### config.mk
export PLATFORM = sky130hd
export DESIGN_NAME = auc_div_chain
export DESIGN_NICKNAME = d
export VERILOG_FILES = /design/src/design/auc_div_cell.sv /design/src/design/auc_div_chain.sv
export SDC_FILE = /design/constraint.sdc
export NUM_CORES = 2
export LEC_CHECK = 0
export BUFFER_PORTS_ARGS = -buffer_cell sky130_fd_sc_hd__buf_4
export CAP_MARGIN = 30
export CORE_UTILIZATION = 45
export CTS_BUF_LIST = sky130_fd_sc_hd__clkbuf_4 sky130_fd_sc_hd__clkbuf_8
export DETAILED_ROUTE_END_ITERATION = 10
export SETUP_SLACK_MARGIN = 0.05
export SKIP_CTS_REPAIR_TIMING = 1
export SLEW_MARGIN = 20
export SYNTH_ARGS = -nofsm -noshare
export SYNTH_HDL_FRONTEND = slang
export SYNTH_HIERARCHICAL = 1
export SYNTH_SLANG_ARGS = --single-unit
### constraint.sdc
create_clock -name clk_i -period 2.7 [get_ports clk_i]
set_input_delay 0.27 -clock clk_i [delete_from_list [all_inputs] [get_ports clk_i]]
set_output_delay 0.27 -clock clk_i [all_outputs]
set_load 0.01 [all_outputs]
### src/design/auc_div_cell.sv
// One restoring division step: brings in one dividend bit and yields one quotient bit.
module auc_div_cell #(
  parameter int NW = 32,
  parameter int DW = 16,
  parameter int SW = 1
) (
  input  logic          clk_i,
  input  logic          rst_ni,
  input  logic          en_i,
  input  logic          valid_i,
  input  logic [DW-1:0] rem_i,
  input  logic [NW-1:0] num_i,
  input  logic [NW-1:0] quo_i,
  input  logic [DW-1:0] div_i,
  input  logic [SW-1:0] side_i,
  output logic          valid_o,
  output logic [DW-1:0] rem_o,
  output logic [NW-1:0] num_o,
  output logic [NW-1:0] quo_o,
  output logic [DW-1:0] div_o,
  output logic [SW-1:0] side_o
);

  logic [DW:0]   trial;
  logic [DW:0]   diff;
  logic          ge;
  logic [DW-1:0] rem_d;

  // Shift the next dividend bit into the partial remainder and try a subtract.
  assign trial = {rem_i, num_i[NW-1]};
  assign diff  = trial - {1'b0, div_i};
  assign ge    = (trial >= {1'b0, div_i});
  assign rem_d = ge ? diff[DW-1:0] : trial[DW-1:0];

  // The valid bit is control state and is cleared by reset.
  always_ff @(posedge clk_i or negedge rst_ni) begin
    if (!rst_ni) begin
      valid_o <= 1'b0;
    end else if (en_i) begin
      valid_o <= valid_i;
    end
  end

  // The dividend rotates, so it is whole again at the end of the chain.
  always_ff @(posedge clk_i) begin
    if (en_i) begin
      rem_o  <= rem_d;
      num_o  <= {num_i[NW-2:0], num_i[NW-1]};
      quo_o  <= {quo_i[NW-2:0], ge};
      div_o  <= div_i;
      side_o <= side_i;
    end
  end

endmodule

### src/design/auc_div_chain.sv
// A row of division cells, one quotient bit per cell, taking a new word every cycle while enabled.
module auc_div_chain #(
  parameter int NW = 32,
  parameter int DW = 16,
  parameter int SW = 1
) (
  input  logic          clk_i,
  input  logic          rst_ni,
  input  logic          en_i,
  input  logic          valid_i,
  input  logic [DW-1:0] rem_i,
  input  logic [NW-1:0] num_i,
  input  logic [DW-1:0] div_i,
  input  logic [SW-1:0] side_i,
  output logic          valid_o,
  output logic [DW-1:0] rem_o,
  output logic [NW-1:0] num_o,
  output logic [NW-1:0] quo_o,
  output logic [DW-1:0] div_o,
  output logic [SW-1:0] side_o
);

  logic          v_s    [NW+1];
  logic [DW-1:0] rem_s  [NW+1];
  logic [NW-1:0] num_s  [NW+1];
  logic [NW-1:0] quo_s  [NW+1];
  logic [DW-1:0] div_s  [NW+1];
  logic [SW-1:0] side_s [NW+1];

  // The first cell starts from the given remainder and an empty quotient.
  assign v_s[0]    = valid_i;
  assign rem_s[0]  = rem_i;
  assign num_s[0]  = num_i;
  assign quo_s[0]  = '0;
  assign div_s[0]  = div_i;
  assign side_s[0] = side_i;

  for (genvar k = 0; k < NW; k++) begin : g_cell
    auc_div_cell #(
      .NW(NW),
      .DW(DW),
      .SW(SW)
    ) u_cell (
      .clk_i  (clk_i),
      .rst_ni (rst_ni),
      .en_i   (en_i),
      .valid_i(v_s[k]),
      .rem_i  (rem_s[k]),
      .num_i  (num_s[k]),
      .quo_i  (quo_s[k]),
      .div_i  (div_s[k]),
      .side_i (side_s[k]),
      .valid_o(v_s[k+1]),
      .rem_o  (rem_s[k+1]),
      .num_o  (num_s[k+1]),
      .quo_o  (quo_s[k+1]),
      .div_o  (div_s[k+1]),
      .side_o (side_s[k+1])
    );
  end

  assign valid_o = v_s[NW];
  assign rem_o   = rem_s[NW];
  assign num_o   = num_s[NW];
  assign quo_o   = quo_s[NW];
  assign div_o   = div_s[NW];
  assign side_o  = side_s[NW];

endmodule

-- Word level (Yosys, flattened, before mapping)
Cells that the tools add are included.
- add/subtract/negate cells: 32
- multipliers: 0
- div/mod/pow operators: 0
- $lt $le $gt $ge: 32
- equality and inequality tests: 0
- shifts and indexed selects: 0
- mux-type cells: 32
- bitwise gates (word level): 0
- reductions and logical operators: 0
- operators by type and width (kind ; number):
    $ge A17 B16 Y1 ; 32
    $mux W16 ; 32
    $sub A16 B16 Y16 ; 32
- register bits: 2640
- latch bits: 0
- memory bits (writable): 0
- memory bits (read-only): 0
- bits of input ports: 69
- output and inout bits: 98
- memories kept: 0

-- Longest topological paths before layout
- depth after elaboration: 2
- depth in mapped cells: 11
- gate-level depth less buffers: 9

-- Hierarchy
The synthesis kept the hierarchy.
- by module, submodules not included (module ; times used ; cells an instance ; area an instance (sq um) ; seq. area each (sq um)):
    auc_div_cell (g_cell[14].u_cell ...) ; 22 ; 255 ; 4113.9 ; 2937.8
    auc_div_cell (g_cell[0].u_cell ...) ; 9 ; 256 ; 4179.0 ; 2937.8
    auc_div_cell (g_cell[22].u_cell) ; 1 ; 259 ; 4102.7 ; 2937.8
    auc_div_chain ; 1 ; 1 ; 3.8 ; 0.0

-- Worst setup path after synthesis
OpenSTA, ideal clock, no wires.
- path kind: flip-flop to flip-flop
- start: register g_cell[9].u_cell.rem_o[5]
- end: register g_cell[10].u_cell.rem_o[10], data pin
- library setup time: 260 ps
- arrival: 2654 ps
- data required time: 2440 ps
- path slack: -215 ps
- stages on the path, launching flop included: 9
- path buffers: 1
- period minus slack after synthesis: 2915 ps
- cells stage by stage: edfxtp_1 ha_1 a211oi_2 o211ai_2 a221oi_4 a211oi_2 a2111oi_4 buf_6 mux2_4
- longest elaborated chain between the ends: 2
- elaborated cells on any way between the ends: 3
- classes of those cells: add/sub: 1; order compare: 1; mux: 1
- ends and longest elaborated chain (element ; line ; text):
    start, declared ; auc_div_cell.sv:17 ; output logic [DW-1:0] rem_o,
    start signal, assigned ; auc_div_cell.sv:47 ; rem_o <= rem_d;
    $sub A16 B16 Y16 / $ge A17 B16 Y1 (equally long branches) ; auc_div_cell.sv:31, auc_div_cell.sv:32 ;
    $mux W16 * ; auc_div_cell.sv:33 ; assign rem_d = ge ? diff[DW-1:0] : trial[DW-1:0];
    via g_cell[10].u_cell.rem_d[10] ; auc_div_cell.sv:27 ; logic [DW-1:0] rem_d;
    end signal, assigned ; auc_div_cell.sv:47 ;
    end, declared ; auc_div_cell.sv:17 ;
Mark *: on every way through the listed nets, which the timed path passes. The rest lies on a longest branch.
A chain may end at the register's enable or synchronous reset.

-- Final worst setup path
- start: register g_cell[23].u_cell.rem_o[4]
- end: register g_cell[24].u_cell.rem_o[8], data pin
- longest elaborated chain between the ends: 2
- elaborated cells on any way between the ends: 3
- classes of those cells: add/sub: 1; order compare: 1; mux: 1
- ends and longest elaborated chain (element ; line):
    start, declared ; auc_div_cell.sv:17
    start signal, assigned ; auc_div_cell.sv:47
    $sub A16 B16 Y16 / $ge A17 B16 Y1 (equally long branches) ; auc_div_cell.sv:31, auc_div_cell.sv:32
    $mux W16 * ; auc_div_cell.sv:33
    via g_cell[24].u_cell.rem_d[8] ; auc_div_cell.sv:27
    end signal, assigned ; auc_div_cell.sv:47
    end, declared ; auc_div_cell.sv:17
Marks and branches as above.

==> impl_metrics.tcl <==
set metrics [dict create \
    status "finished, violations left" \
    violations "setup timing" \
    max_freq_mhz 353.3 \
    grt_max_degree 101 \
    holdWs_ps 90.78 \
    final_common_cell "edfxtp_1" \
    post-route-drc-count 0 \
    maxSlewViolCount 0 \
    die_x_um 512.6 \
    cts_root_buf "clkbuf_8" \
    fin_skew_ps 89.93 \
    cts_buffers 427 \
    rows 187 \
    min_period_ps 2830 \
    postSynthAreaPerCell_sq_um 15.28 \
    wirelength_um 237000 \
    crit_start "g_cell[23].u_cell/rem_o[4]" \
    max_slew_margin 0.5484 \
    peakVddDrop_mv 0.5114 \
    hold_class "in -> reg" \
    antenna_found_initial 2 \
    clk_path_buf_depth 4 \
    crit_type "reg -> reg" \
    syn_to_final_growth_pct 20.00 \
    mostFrequentLayoutCells "edfxtp_1 (2608), buf_4 (971), inv_1 (739)" \
    report.final.hold_viol_count 0 \
    setup_viol 51 \
    clk_latency_ps 1090 \
    path_cells "ha_1, a211oi_4, o211ai_2, a221oi_4, a211oi_2, a2111oi_4, buf_4, buf_12, mux2_4" \
    grt.overflow.total 0 \
    final_cells 12847 \
    dieArea_sq_mm 0.2628 \
    clock_sinks 2640 \
    cp.required_ps 3450 \
    synthesis.nets 8290 \
    cap_violations 0 \
    final_util 0.5426 \
    io_pins 167 \
    cts_tree "built" \
    path_buf_inv 2 \
    cpPeakStageDelay_ps 460 \
    worstSetupEndpointType "register" \
    rsz0062_at_grt "yes" \
    avgViaCountPerCell 5.154 \
    p_per_area_mw_per_mm2 1094 \
    fill_cells 21071 \
    ctsHtreeMaxLevel 5 \
    clkTransAtPathRegs_ps 60 \
    p_leak_nw 55.75 \
    nNetsFinal 9707 \
    crit_slowest_cell "edfxtp_1" \
    placed_cells_incl_taps 11838 \
    first_global_vias 66201 \
    dieHeight_um 512.6 \
    gp_congestion 0.8652 \
    worstPathArrival_ps 3580 \
    start_util 0.4522 \
    critPathMaxFanout 7 \
    setup_ws_ps -130.1 \
    hp-start "rem_i[3]" \
    worstMarginPinSlew_ps 677.4 \
    dp_hpwl_um 166700 \
    pre_cts_slack_ps -337.8 \
    synthCells 7677 \
    post-route-period-util 1.048 \
    drt_pre_antenna_iters 8 \
    synth_warnings 6 \
    drtIter0Drc 4113 \
    port_buffers 166 \
    wire_per_inst_um 18.45 \
    syn_area_sq_mm 0.1173 \
    drive_gt1_frac 0.2710 \
    core_area_sq_mm 0.2595 \
    grt_pass1_wl_um 365100 \
    ant_nets 0 \
    power_mw 154.1 \
    grtUsageTotal 0.1743 \
    worstSetupStartpointType "register" \
    cpLargestDelayFamily "compound AO/OA/AOI/OAI gates" \
    r2r-start "g_cell[23].u_cell/rem_o[4]" \
    dr_total_vias 66211 \
]
[worst register-to-register path: stages, from the launching register on]
cell,delay [ps]
edfxtp_1,460
ha_1,290
a211oi_4,280
o211ai_2,140
a221oi_4,300
a211oi_2,130
a2111oi_4,270
buf_4,210
buf_12,140
mux2_4,330
[cell type report]
cell class / count / area (sq um) / area share
clock inverter: 209 / 1608 / 0.01142
multi-input combinational: 4078 / 35820 / 0.2544
inverter: 778 / 3068 / 0.02179
tap: 3402 / 4257 / 0.03023
timing repair buffer: 1169 / 10000 / 0.07103
antenna: 8 / 20.02 / 0.0001422
sequential: 2640 / 79120 / 0.5619
clock buffer: 563 / 6904 / 0.04904
[sequential cells by signal (all words and copies together) (netlist names)]
register / count
g_cell.u_cell/quo_o: 528
g_cell.u_cell/rem_o: 512
g_cell.u_cell/side_o: 32
g_cell.u_cell/valid_o: 32
g_cell.u_cell/num_o: 1024
g_cell.u_cell/div_o: 512
[routing by layer]
layer / vias up / GRT usage / part of all wire
met5: - / 0 / 0
met4: 0 / 0.05393 / 0.027
met3: 421 / 0.02791 / 0.043
met2: 1363 / 0.2890 / 0.48
met1: 32311 / 0.2352 / 0.45
li1: 32116 / - / -
[per-stage QoR]
step | setup TNS, ps | cell area [sq um]
floorplan | 0 | 117600
CTS | -8487 | 136900
global route | -9918 | 140800
global placement | -3659 | 128400
finish | -2019 | 140800
detailed placement | -6763 | 128400
[final timing paths]
| path | to | slack [ps] | cells past startpoint |
|---|---|---|---|
| worst max-delay path | g_cell[24].u_cell/rem_o[8] | -130 | 9 |
| worst min-delay path | g_cell[0].u_cell/rem_o[4] | 90 | 3 |
| worst max register to register | g_cell[24].u_cell/rem_o[8] | -130 | 9 |
| worst min register to register | g_cell[23].u_cell/quo_o[14] | 370 | 0 |
| max in group asynchronous | g_cell[13].u_cell/valid_o | 2290 | 4 |
| min in group asynchronous | g_cell[30].u_cell/valid_o | 210 | 4 |
[where the power goes]
part	leakage [nW]	switching [mW]	internal (mW)	total [mW]
clock	4.48	15.6	18.6	34.2
sequential	25.9	4.22	54.3	58.6
combinational	25.4	29.6	31.7	61.3
Note: power is estimated with default switching activity, not from simulation.
